**src/hcbp_pkg.sv**
```systemverilog
`timescale 1ns / 1ps
// Package for the Huffman code bit packer: beat types, command codes and
// default sizes. Used by every module of the block but hcbp_ram; depends on nothing.
package hcbp_pkg;

  localparam int unsigned SYMBOL_COUNT_DEF = 256;
  localparam int unsigned MAX_CODE_LEN_DEF = 32;

  localparam int unsigned CMD_W       = 2;
  localparam int unsigned SYM_W       = 8;
  localparam int unsigned CODE_WORD_W = 32;
  localparam int unsigned CODE_LEN_W  = 6;
  localparam int unsigned BYTE_W      = 8;
  localparam int unsigned TAIL_BITS_W = 4;
  // Leftover bits between beats never reach a full byte.
  localparam int unsigned RES_W       = 7;
  localparam int unsigned RES_CNT_W   = 3;

  localparam logic [TAIL_BITS_W-1:0] TAIL_NONE = 4'd8;

  typedef enum logic [CMD_W-1:0] {
    CMD_LOAD   = 2'd0,
    CMD_ENCODE = 2'd1,
    CMD_FLUSH  = 2'd2
  } cmd_e;

  typedef struct packed {
    logic [CMD_W-1:0]       cmd;
    logic [SYM_W-1:0]       symbol;
    logic [CODE_WORD_W-1:0] code_word;
    logic [CODE_LEN_W-1:0]  code_length;
  } in_t;

  typedef struct packed {
    logic [BYTE_W-1:0]      byte_value;
    logic                   is_tail;
    logic [TAIL_BITS_W-1:0] tail_bits;
    logic                   last;
  } out_t;

  // Control half of a job handed from the packer to the emitter.
  typedef struct packed {
    logic                   valid;
    logic                   tail;
    logic [TAIL_BITS_W-1:0] tail_bits;
  } job_ctl_t;

endpackage

```
**src/hcbp_emit.sv**
```systemverilog
`timescale 1ns / 1ps
// Output side of the bit packer: job register that peels bytes off the packed
// bits, one per cycle unless the output stalls, and the output register. Uses hcbp_pkg.
module hcbp_emit
  import hcbp_pkg::*;
#(
  parameter int unsigned MaxCodeLen = MAX_CODE_LEN_DEF,
  localparam int unsigned AccW = RES_W + MaxCodeLen,
  localparam int unsigned RemW = $clog2(AccW + 1)
) (
  input  logic            clk_i,
  input  logic            rst_ni,
  input  job_ctl_t        job_ctl_i,
  input  logic [AccW-1:0] job_acc_i,
  input  logic [RemW-1:0] job_rem_i,
  output logic            job_free_o,
  output logic            out_valid_o,
  input  logic            out_stall_i,
  output out_t            out_data_o
);

  logic                   job_valid_q, job_valid_d;
  logic                   job_tail_q, job_tail_d;
  logic [TAIL_BITS_W-1:0] job_bits_q, job_bits_d;
  logic [AccW-1:0]        job_acc_q, job_acc_d;
  logic [RemW-1:0]        job_rem_q, job_rem_d;
  logic                   out_valid_q, out_valid_d;
  out_t                   out_q, out_d;

  logic            out_free;
  logic            take;
  logic            is_last;
  logic [RemW-1:0] rem_less;
  out_t            beat;

  assign out_free   = !out_valid_q || !out_stall_i;
  assign take       = job_valid_q && out_free;
  // Bits still left after this byte; the byte sits just above them.
  assign rem_less   = job_rem_q - RemW'(BYTE_W);
  assign is_last    = job_tail_q || (rem_less[RemW-1:3] == '0);
  assign job_free_o = !job_valid_q || (take && is_last);

  always_comb begin
    beat.is_tail = job_tail_q;
    beat.last    = is_last;
    if (job_tail_q) begin
      beat.byte_value = job_acc_q[BYTE_W-1:0];
      beat.tail_bits  = job_bits_q;
    end else begin
      beat.byte_value = BYTE_W'(job_acc_q >> rem_less);
      beat.tail_bits  = TAIL_NONE;
    end
  end

  always_comb begin
    job_valid_d = job_valid_q;
    job_tail_d  = job_tail_q;
    job_bits_d  = job_bits_q;
    job_acc_d   = job_acc_q;
    job_rem_d   = job_rem_q;
    if (job_ctl_i.valid) begin
      job_valid_d = 1'b1;
      job_tail_d  = job_ctl_i.tail;
      job_bits_d  = job_ctl_i.tail_bits;
      job_acc_d   = job_acc_i;
      job_rem_d   = job_rem_i;
    end else if (take) begin
      job_valid_d = !is_last;
      job_rem_d   = rem_less;
    end
  end

  always_comb begin
    out_valid_d = out_valid_q;
    out_d       = out_q;
    if (take) begin
      out_valid_d = 1'b1;
      out_d       = beat;
    end else if (!out_stall_i) begin
      out_valid_d = 1'b0;
    end
  end

  always_ff @(posedge clk_i or negedge rst_ni) begin
    if (!rst_ni) begin
      job_valid_q <= 1'b0;
      out_valid_q <= 1'b0;
    end else begin
      job_valid_q <= job_valid_d;
      out_valid_q <= out_valid_d;
    end
  end

  always_ff @(posedge clk_i) begin
    job_tail_q <= job_tail_d;
    job_bits_q <= job_bits_d;
    job_acc_q  <= job_acc_d;
    job_rem_q  <= job_rem_d;
    out_q      <= out_d;
  end

  assign out_valid_o = out_valid_q;
  assign out_data_o  = out_q;

`ifndef SYNTHESIS
  a_load_when_free: assert property (@(posedge clk_i) disable iff (!rst_ni)
    job_ctl_i.valid |-> job_free_o)
    else $error("job loaded over one still in progress");

  a_job_has_byte: assert property (@(posedge clk_i) disable iff (!rst_ni)
    job_valid_q && !job_tail_q |-> job_rem_q >= RemW'(BYTE_W))
    else $error("data job holds less than a full byte");

  a_tail_is_last: assert property (@(posedge clk_i) disable iff (!rst_ni)
    out_valid_q && out_q.is_tail |-> out_q.last)
    else $error("tail beat not marked last");
`endif

endmodule

```
**config.mk**
```make
export PLATFORM = sky130hd
export DESIGN_NAME = hcbp_emit
export DESIGN_NICKNAME = d
export VERILOG_FILES = /design/src/hcbp_pkg.sv /design/src/hcbp_emit.sv
export SDC_FILE = /design/constraint.sdc
export NUM_CORES = 1
export LEC_CHECK = 0
export BUFFER_PORTS_ARGS = -buffer_cell sky130_fd_sc_hd__buf_2
export CAP_MARGIN = 20
export CORE_ASPECT_RATIO = 0.9
export CORE_MARGIN = 2
export CORE_UTILIZATION = 30
export DETAILED_ROUTE_END_ITERATION = 16
export PLACE_DENSITY = 0.52
export SYNTH_ARGS = -nofsm -noshare
export SYNTH_HDL_FRONTEND = slang
export SYNTH_SLANG_ARGS = --single-unit
```
**constraint.sdc**
```tcl
create_clock -name clk_i -period 2.62 [get_ports clk_i]
set_input_delay 0.262 -clock clk_i [delete_from_list [all_inputs] [get_ports clk_i]]
set_output_delay 0.262 -clock clk_i [all_outputs]
set_load 0.05 [all_outputs]
```
==> impl_metrics.py, run 1 <==
metrics = {
    "status": {
        "status": "completed",
    },
    "floorplanning": {
        "io_pins": 70,
        "fp-row-count": 39,
        "dieWidth_um": 123,
        "die_area_mm2": 0.0138,
        "core_mm2": 0.0126,
        "initial_utilization_pct": 30.5,
        "die-height_um": 112,
    },
    "final_layout": {
        "utilization_pct": 37.2,
        "layout-drive-gt1-share_pct": 35.1,
        "antenna_cells": 0,
        "finalInstanceArea_mm2": 0.00470,
        "instances_no_fill": 529,
        "final_nets": 418,
        "syn2layout_area_growth_pct": 22.0,
    },
    "setup_path": {
        "path_cells": "buf_12, mux4_2, and2_1, a311oi_1, o221ai_1",
        "r2r_slack_ns": 0.25,
        "crit_path_start": "job_rem_q[0]$_DFFE_PP_",
        "cp_slowest_cell": "mux4_2",
        "crit_required_ns": 2.63,
        "crit_path_end_kind": "register",
        "cp-start-kind": "register",
        "worst-endpoint-arrival_ns": 2.38,
        "crit_fanout": 34,
        "max_stage_delay_ns": 0.54,
        "reg2reg_from": "job_rem_q[0]$_DFFE_PP_",
        "path_class": "reg2reg",
    },
    "clocking": {
        "cts_made_buffers": 9,
        "ctsHoldBuffers": 1,
        "cts.sink_count": 66,
        "clockRootBuffer": "clkbuf_16",
        "clk_latency_ns": 0.33,
        "htreeDepth": 3,
        "tritoncts": "built",
        "cts_setup_buffers": 0,
        "cts_resized": 0,
        "clockBufferDepth": 2,
        "clk_pin_slew_ns": 0.05,
    },
    "route": {
        "ant_nets": 0,
        "dr.pass1.iters": 5,
        "drt-initial-drc-count": 336,
        "via_per_inst": 5.22,
        "drc": 0,
        "via_count": 2762,
        "wirelength_mm": 9.84,
        "drt-wirelength-per-cell_um": 18.6,
    },
    "power_and_ir_drop": {
        "peakVddDrop_v": 0.000320,
        "leakagePower_nw": 1.79,
        "p_per_area_mw_per_mm2": 722,
    },
    "synthesis": {
        "syn_area_per_cell_um2": 13.3,
        "synth.cell_area_mm2": 0.00385,
        "synthArstFlopShare_pct": 3.03,
        "syn_nets": 346,
        "ys.flop_type": "edfxtp_1",
        "synth_edf_count": 64,
        "synth_seq_cells": 66,
        "synthCells": 290,
        "ys_types": 53,
        "ys_seq_area_share_pct": 51.2,
        "ys_warn_count": 0,
    },
    "grt": {
        "grt_max_degree": 38,
        "antenna_found_initial": 0,
        "grt_pass1_wl_mm": 15.5,
        "grt_usage_pct": 14.9,
        "grt-ovfl-total": 0,
        "grt_pass1_vias": 2720,
    },
    "place": {
        "dp_hpwl_mm": 7.35,
        "numPortBuffers": 69,
        "dp.cells": 514,
        "gp_congestion": 0.861,
        "dpl_cell_area_mm2": 0.00442,
    },
    "timing": {
        "slew_viol_final": 0,
        "finalHoldViolCount": 0,
        "post-route-period-util_pct": 90.4,
        "tightest_slew_ns": 0.564,
        "fmax_mhz": 422,
        "setup_tns_ns": 0,
        "relSlewSlack_pct": 62.4,
        "setup_violations": 0,
        "rsz0062_at_grt": "no",
        "finalCriticalPeriod_ns": 2.37,
        "skew_ns": 0.00822,
    },
    "hold_path": {
        "hold_class": "in2reg",
        "hold_path.startpoint": "job_acc_i[38]",
    },
    "run": {
        "cap_viol_max_count": 0,
    },
}
-- report_power, final --
part | internal, mW | switching (mW)
Combinational | 0.362 | 0.546
Sequential | 1.29 | 0.0811
Clock | 0.714 | 0.398
-- area by class of cell --
type                       instances  area (um2)
multi-input combinational        194        1730
fill                            1235        7940
sequential                        66        1970
tap                              164         205
inverter                           5        18.8
clock buffer                       9         225
timing repair buffer              86         500
clock inverter                     5        47.5
-- cell usage after synthesis (5+ instances only) --
cell	number	share of area (%)
a211oi_1	5	0.97
and2_1	8	1.3
buf_2	7	0.91
buf_4	6	1.2
clkbuf_1	10	0.97
edfxtp_1	64	50
mux2i_1	30	7.8
mux4_2	24	14
nand2_1	27	2.6
nand3_1	12	1.6
nor2_1	7	0.68
nor2b_1	6	0.97
nor3_1	5	0.65
o21ai_0	7	0.91
o22ai_1	6	0.97
-- registers in the layout, summed over array words and instances, names as in the netlist --
register	flops
job_bits_q	4
job_valid_q	1
job_acc_q	39
out_data_o	14
job_tail_q	1
job_rem_q	6
out_valid_o	1
-- critical path: cells and delay by family (launching register included) --
family	cells	cell delay, ns
flip-flops	1	0.50
AND/OR/NAND/NOR	1	0.17
multiplexers	1	0.54
buffers and inverters	1	0.25
AO/OA/AOI/OAI	2	0.55
-- stage by stage --
| stage | worst slack [ns] | power, mW | hold slack [ns] |
|---|---|---|---|
| 6_report | 0.251 | 3.39 | 0.109 |
| 5_1_grt | 0.132 | 3.56 | 0.0933 |
| 4_1_cts | 0.293 | 3.44 | 0.0914 |
| 3_5_place_dp | 0.321 | 2.29 | 0.0505 |
| 3_3_place_gp | 0.283 | 2.30 | 0.0481 |
| 2_1_floorplan | 0.0402 | 2.00 | -0.0336 |
-- worst paths after layout --
path,to,cells past startpoint
worst min-delay path,job_acc_q[38]$_DFFE_PP_,1
worst max register to register,out_data_o[9]$_DFFE_PP_,5
worst min register to register,out_valid_o$_DFFE_PN0P_,1
min in group asynchronous,job_valid_q$_DFFE_PN0P_,2
worst max-delay path,out_data_o[9]$_DFFE_PP_,5
max in group asynchronous,out_valid_o$_DFFE_PN0P_,2
-- cell families after synthesis --
group,Yosys count,share of synthesized area [%]
mux,58,23.0
simple gates,82,10.9
buf+inv,30,3.93
flops,66,51.2
xor+xnor,1,0.227
fa+ha+maj,2,0.649
compound gates,51,10.1
-- cells in the final DEF, fill, tap and decap left out, types with 7 or more instances in the layout --
cell type	synthesis	routed
edfxtp_1	64	64
nand3_1	12	12
buf_4	6	14
buf_2	7	69
o21ai_0	7	7
mux2i_1	30	30
mux4_2	24	24
nor2_1	7	7
clkbuf_16	0	9
and2_1	8	8
nand2_1	27	27
-- routing by layer --
metal	share of wire, %	track usage, %	vias to the layer above	wire length, um
met2	45	21.3	118	4450
met5	0	0	-	0
met1	48	22.4	1335	4730
met3	5.9	3.53	7	577
li1	-	-	1302	-
met4	0.76	3.86	0	75
(Power assumes the default switching activity.)
==> inputs of run 2 (changes only) <==
CORE_UTILIZATION = 60   (was 30)
PLACE_DENSITY = 0.87   (was 0.52)
clock period = 2.93 ns   (was 2.62 ns; I/O delays follow)
==> impl_metrics.py, run 2 (same netlist as run 1, synthesis figures left out) <==
metrics = {
    "route": {
        "drt-wirelength-per-cell_um": 19.6,
        "drt-initial-drc-count": 444,
        "drc": 0,
        "wirelength_mm": 8.84,
        "via_count": 2883,
        "ant_nets": 0,
        "dr.pass1.iters": 5,
        "via_per_inst": 6.39,
    },
    "setup_path": {
        "cp_num_cells": 6,
        "reg2reg_from": "job_rem_q[0]$_DFFE_PP_",
        "crit_path_end_kind": "register",
        "r2r_slack_ns": 0.49,
        "crit_end": "out_data_o[8]$_DFFE_PP_",
        "reg2reg_to": "out_data_o[8]$_DFFE_PP_",
        "crit_fanout": 15,
        "max_stage_delay_ns": 0.60,
        "r2r_cells": 6,
        "worst-path-buf-inv": 1,
        "path_cells": "buf_4, mux4_2, nand3_1, o21ai_0, nor3_1, o41ai_1",
        "cp_slowest_cell": "edfxtp_1",
        "worst-endpoint-arrival_ns": 2.53,
        "crit_required_ns": 3.02,
        "crit_path_start": "job_rem_q[0]$_DFFE_PP_",
        "path_class": "reg2reg",
        "cp-start-kind": "register",
        "crit_family": "flip-flops",
    },
    "timing": {
        "finalCriticalPeriod_ns": 2.44,
        "setup_tns_ns": 0,
        "setup_violations": 0,
        "fmax_mhz": 411,
        "worst_slack_ns": 0.495,
        "post-route-period-util_pct": 83.1,
        "tightest_slew_ns": 0.767,
        "skew_ns": 0.00931,
        "finalHoldViolCount": 0,
        "rsz0062_at_grt": "no",
        "slew_viol_final": 0,
        "relSlewSlack_pct": 48.9,
    },
    "final_layout": {
        "finalInstanceArea_mm2": 0.00448,
        "antenna_cells": 0,
        "final_common_cell": "buf_2",
        "top_register": "job_acc_q",
        "syn2layout_area_growth_pct": 16.2,
        "layout-drive-gt1-share_pct": 34.9,
        "final_nets": 415,
        "largest_reg_flops": 39,
        "utilization_pct": 72.8,
        "final_cell_mix": "69 x buf_2, 64 x edfxtp_1, 30 x mux2i_1",
    },
    "clocking": {
        "clockRootBuffer": "clkbuf_8",
        "cts_setup_buffers": 0,
        "cts_resized": 0,
        "clk_latency_ns": 0.36,
        "htreeDepth": 3,
        "cts_made_buffers": 9,
        "ctsHoldBuffers": 1,
        "cts.sink_count": 66,
        "clk_pin_slew_ns": 0.08,
        "clockBufferDepth": 2,
        "tritoncts": "built",
    },
    "floorplanning": {
        "die-height_um": 80.0,
        "fp-row-count": 27,
        "core_mm2": 0.00615,
        "io_pins": 70,
        "initial_utilization_pct": 62.7,
        "die_area_mm2": 0.00708,
        "dieWidth_um": 88.5,
    },
    "status": {
        "status": "completed",
    },
    "hold_path": {
        "hold_class": "in2reg",
    },
    "grt": {
        "grt_usage_pct": 26.9,
        "grt_pass1_wl_mm": 14.0,
        "grt_pass1_vias": 2749,
        "grt_max_degree": 40,
        "grt-ovfl-total": 0,
        "antenna_found_initial": 0,
    },
    "power_and_ir_drop": {
        "peakVddDrop_v": 0.000446,
        "p_per_area_mw_per_mm2": 617,
        "leakagePower_nw": 1.72,
    },
    "place": {
        "dp_worst_setup_slack_ns": 0.513,
        "gp_congestion": 1.00,
        "dp_hpwl_mm": 6.48,
        "numPortBuffers": 69,
        "dpl_cell_area_mm2": 0.00427,
    },
    "run": {
        "cap_viol_max_count": 0,
    },
}
## run 2: cell count changes in the layout (fill, tap and decap cells not counted), moves of 2 or more
cell / before / now
buf_12: 2 / 0
clkbuf_16: 9 / 0
clkbuf_8: 0 / 9
clkinv_2: 2 / 0
clkinv_4: 0 / 2
clkinvlp_4: 0 / 2
## run 2: worst min-delay path by stage
| stage | start | to | slack [ns] | cells after the start |
|---|---|---|---|---|
| 4_1_cts | job_acc_i[33] | job_acc_q[33]$_DFFE_PP_ | 0.1 | 1 |
| 6_report | job_acc_i[4] | job_acc_q[4]$_DFFE_PP_ | 0.10 | 1 |
| 5_1_grt | job_acc_i[11] | job_acc_q[11]$_DFFE_PP_ | 0.09 | 1 |
| 2_1_floorplan | rst_ni | job_valid_q$_DFFE_PN0P_ | -0.003 | 0 |
| 3_5_place_dp | rst_ni | out_valid_o$_DFFE_PN0P_ | 0.08 | 1 |
| 3_3_place_gp | rst_ni | out_valid_o$_DFFE_PN0P_ | 0.08 | 1 |
## run 2: final cells by class
class	instances	area (um2)
flip-flops and latches	66	1970
multi-input cells	194	1730
fillers	444	1670
repair buffers	83	453
clock buffers	9	124
well taps	87	109
clock inverters	7	70.1
inverters	5	18.8
## run 2: worst reg2reg max path, stage by stage, from the launching register on
cell	delay [ns]
edfxtp_1	0.60
buf_4	0.34
mux4_2	0.57
nand3_1	0.09
o21ai_0	0.10
nor3_1	0.32
o41ai_1	0.15
## run 2: routing by layer
metal	GRT usage [%]	wire, um	vias up
li1	-	-	1292
met1	37.5	3600	1365
met2	40.5	4150	203
met3	7.34	875	23
met4	10.5	214	0
met5	0	0	-
## run 2: power by group
group | switching (mW) | total [mW] | leakage (nW) | internal (mW)
clock | 0.366 | 0.755 | 0.0905 | 0.389
sequential | 0.0734 | 1.23 | 0.648 | 1.15
combinational | 0.472 | 0.780 | 0.978 | 0.307
total | 0.911 | 2.76 | 1.72 | 1.85
## run 2: per-stage QoR
step | hold slack, ns | instances | power, mW
floorplan | -0.00259 | 290 | 1.79
global placement | 0.0771 | 434 | 2.00
detailed placement | 0.0789 | 434 | 2.01
CTS | 0.0968 | 451 | 2.76
global route | 0.0903 | 451 | 2.88
finish | 0.105 | 451 | 2.76
==> inputs of run 3 (changes only) <==
CORE_UTILIZATION = 56   (was 60)
PLACE_DENSITY = 0.82   (was 0.87)
clock period = 2.5 ns   (was 2.93 ns; I/O delays follow)
==> impl_metrics.py, run 3 (same netlist as run 1, synthesis figures left out) <==
metrics = {
    "final_layout": {
        "final_common_cell": "buf_2",
        "final_cell_mix": "69 x buf_2, 64 x edfxtp_1, 30 x mux2i_1",
        "layout-drive-gt1-share_pct": 35.4,
        "top_register": "job_acc_q",
        "antenna_cells": 0,
        "utilization_pct": 68.5,
        "syn2layout_area_growth_pct": 17.8,
        "largest_reg_flops": 39,
        "final_nets": 418,
    },
    "setup_path": {
        "cp-start-kind": "register",
        "crit_required_ns": 2.56,
        "crit_fanout": 18,
        "worst-endpoint-arrival_ns": 2.43,
        "path_class": "reg2reg",
        "crit_path_end_kind": "register",
    },
    "clocking": {
        "clk_latency_ns": 0.36,
        "clk_pin_slew_ns": 0.08,
        "cts_resized": 0,
        "cts_setup_buffers": 0,
        "clockRootBuffer": "clkbuf_8",
        "cts.sink_count": 66,
        "ctsHoldBuffers": 1,
        "htreeDepth": 3,
        "cts_made_buffers": 9,
        "tritoncts": "built",
        "clockBufferDepth": 2,
    },
    "timing": {
        "setup_violations": 0,
        "finalCriticalPeriod_ns": 2.37,
        "tightest_slew_ns": 0.621,
        "rsz0062_at_grt": "no",
        "slew_viol_final": 0,
        "relSlewSlack_pct": 58.6,
        "skew_ns": 0.0132,
        "finalHoldViolCount": 0,
        "post-route-period-util_pct": 94.7,
        "fmax_mhz": 423,
        "timing.hold.ws_ns": 0.0607,
        "setup_tns_ns": 0,
    },
    "route": {
        "drt-initial-drc-count": 241,
        "wirelength_mm": 8.55,
        "via_per_inst": 6.23,
        "ant_nets": 0,
        "drt-wirelength-per-cell_um": 18.7,
        "drc": 0,
        "via_count": 2845,
        "dr.pass1.iters": 5,
    },
    "floorplanning": {
        "io_pins": 70,
        "die_area_mm2": 0.00756,
        "initial_utilization_pct": 58.2,
        "core_mm2": 0.00662,
        "die-height_um": 82.7,
        "fp-row-count": 28,
        "dieWidth_um": 91.4,
    },
    "place": {
        "dp_hpwl_mm": 6.37,
        "gp_congestion": 0.929,
        "numPortBuffers": 69,
    },
    "hold_path": {
        "hold_class": "in2reg",
    },
    "power_and_ir_drop": {
        "p_per_area_mw_per_mm2": 734,
        "peakVddDrop_v": 0.000464,
        "leakagePower_nw": 1.75,
        "total_power_mw": 3.33,
    },
    "grt": {
        "grt-ovfl-total": 0,
        "grt_usage_pct": 24.6,
        "grt_pass1_vias": 2713,
        "grt_pass1_wl_mm": 13.8,
        "grt_max_degree": 38,
        "antenna_found_initial": 0,
    },
    "run": {
        "cap_viol_max_count": 0,
    },
    "status": {
        "status": "completed",
    },
}
run 3: cell count changes in the layout (fill, tap and decap cells not counted), sizes merged:
| cell | before | now |
|---|---|---|
| buf | 82 | 85 |
| bufinv | 1 | 2 |
| clkinv | 5 | 4 |
| clkinvlp | 2 | 1 |
| inv | 4 | 5 |
run 3: stage by stage:
stage / area, um2 / std cells / setup WS (ns)
after global placement: 4310 / 440 / 0.215
final: 4540 / 457 / 0.133
after floorplan: 3850 / 290 / 0.0665
after global routing: 4540 / 457 / 0.0369
after detailed placement: 4310 / 440 / 0.188
after CTS: 4540 / 457 / 0.171
run 3: where the power goes:
group | leakage [nW] | internal, mW | switching [mW]
clock network | 0.105 | 0.559 | 0.409
registers | 0.648 | 1.35 | 0.0814
logic | 0.997 | 0.372 | 0.556
run 3: layer usage:
layer | track usage (%) | wire length (um) | up-vias
li1 | - | - | 1298
met4 | 11.8 | 256 | 0
met3 | 5.72 | 739 | 26
met1 | 33.0 | 3610 | 1337
met2 | 38.8 | 3940 | 184
met5 | 0 | 0 | -
run 3: worst max-delay path: stages, from the launching register on:
cell      delay (ns)
edfxtp_1        0.53
buf_4           0.34
mux2i_1         0.38
a22oi_1         0.14
and3_1          0.21
o311ai_0        0.27
a21boi_0        0.21
run 3: worst paths after layout:
check                                             start                  endpoint  slack [ns]  cells after the start
worst max-delay path             job_rem_q[1]$_DFFE_PP_  out_data_o[13]$_DFFE_PP_        0.13                      6
worst min-delay path                      job_acc_i[13]   job_acc_q[13]$_DFFE_PP_        0.06                      1
worst max register to register   job_rem_q[1]$_DFFE_PP_  out_data_o[13]$_DFFE_PP_        0.13                      6
worst min register to register  job_valid_q$_DFFE_PN0P_   out_valid_o$_DFFE_PN0P_        0.49                      1
max in group asynchronous                        rst_ni   job_valid_q$_DFFE_PN0P_        2.20                      2
min in group asynchronous                        rst_ni   out_valid_o$_DFFE_PN0P_        0.21                      2
run 3: cell type report:
| type | count | area (um2) |
|---|---|---|
| clock buffer | 9 | 124 |
| clock inverter | 7 | 92.6 |
| fill | 512 | 2080 |
| inverter | 5 | 18.8 |
| multi-input combinational | 194 | 1730 |
| sequential | 66 | 1970 |
| tap | 90 | 113 |
| timing repair buffer | 86 | 488 |
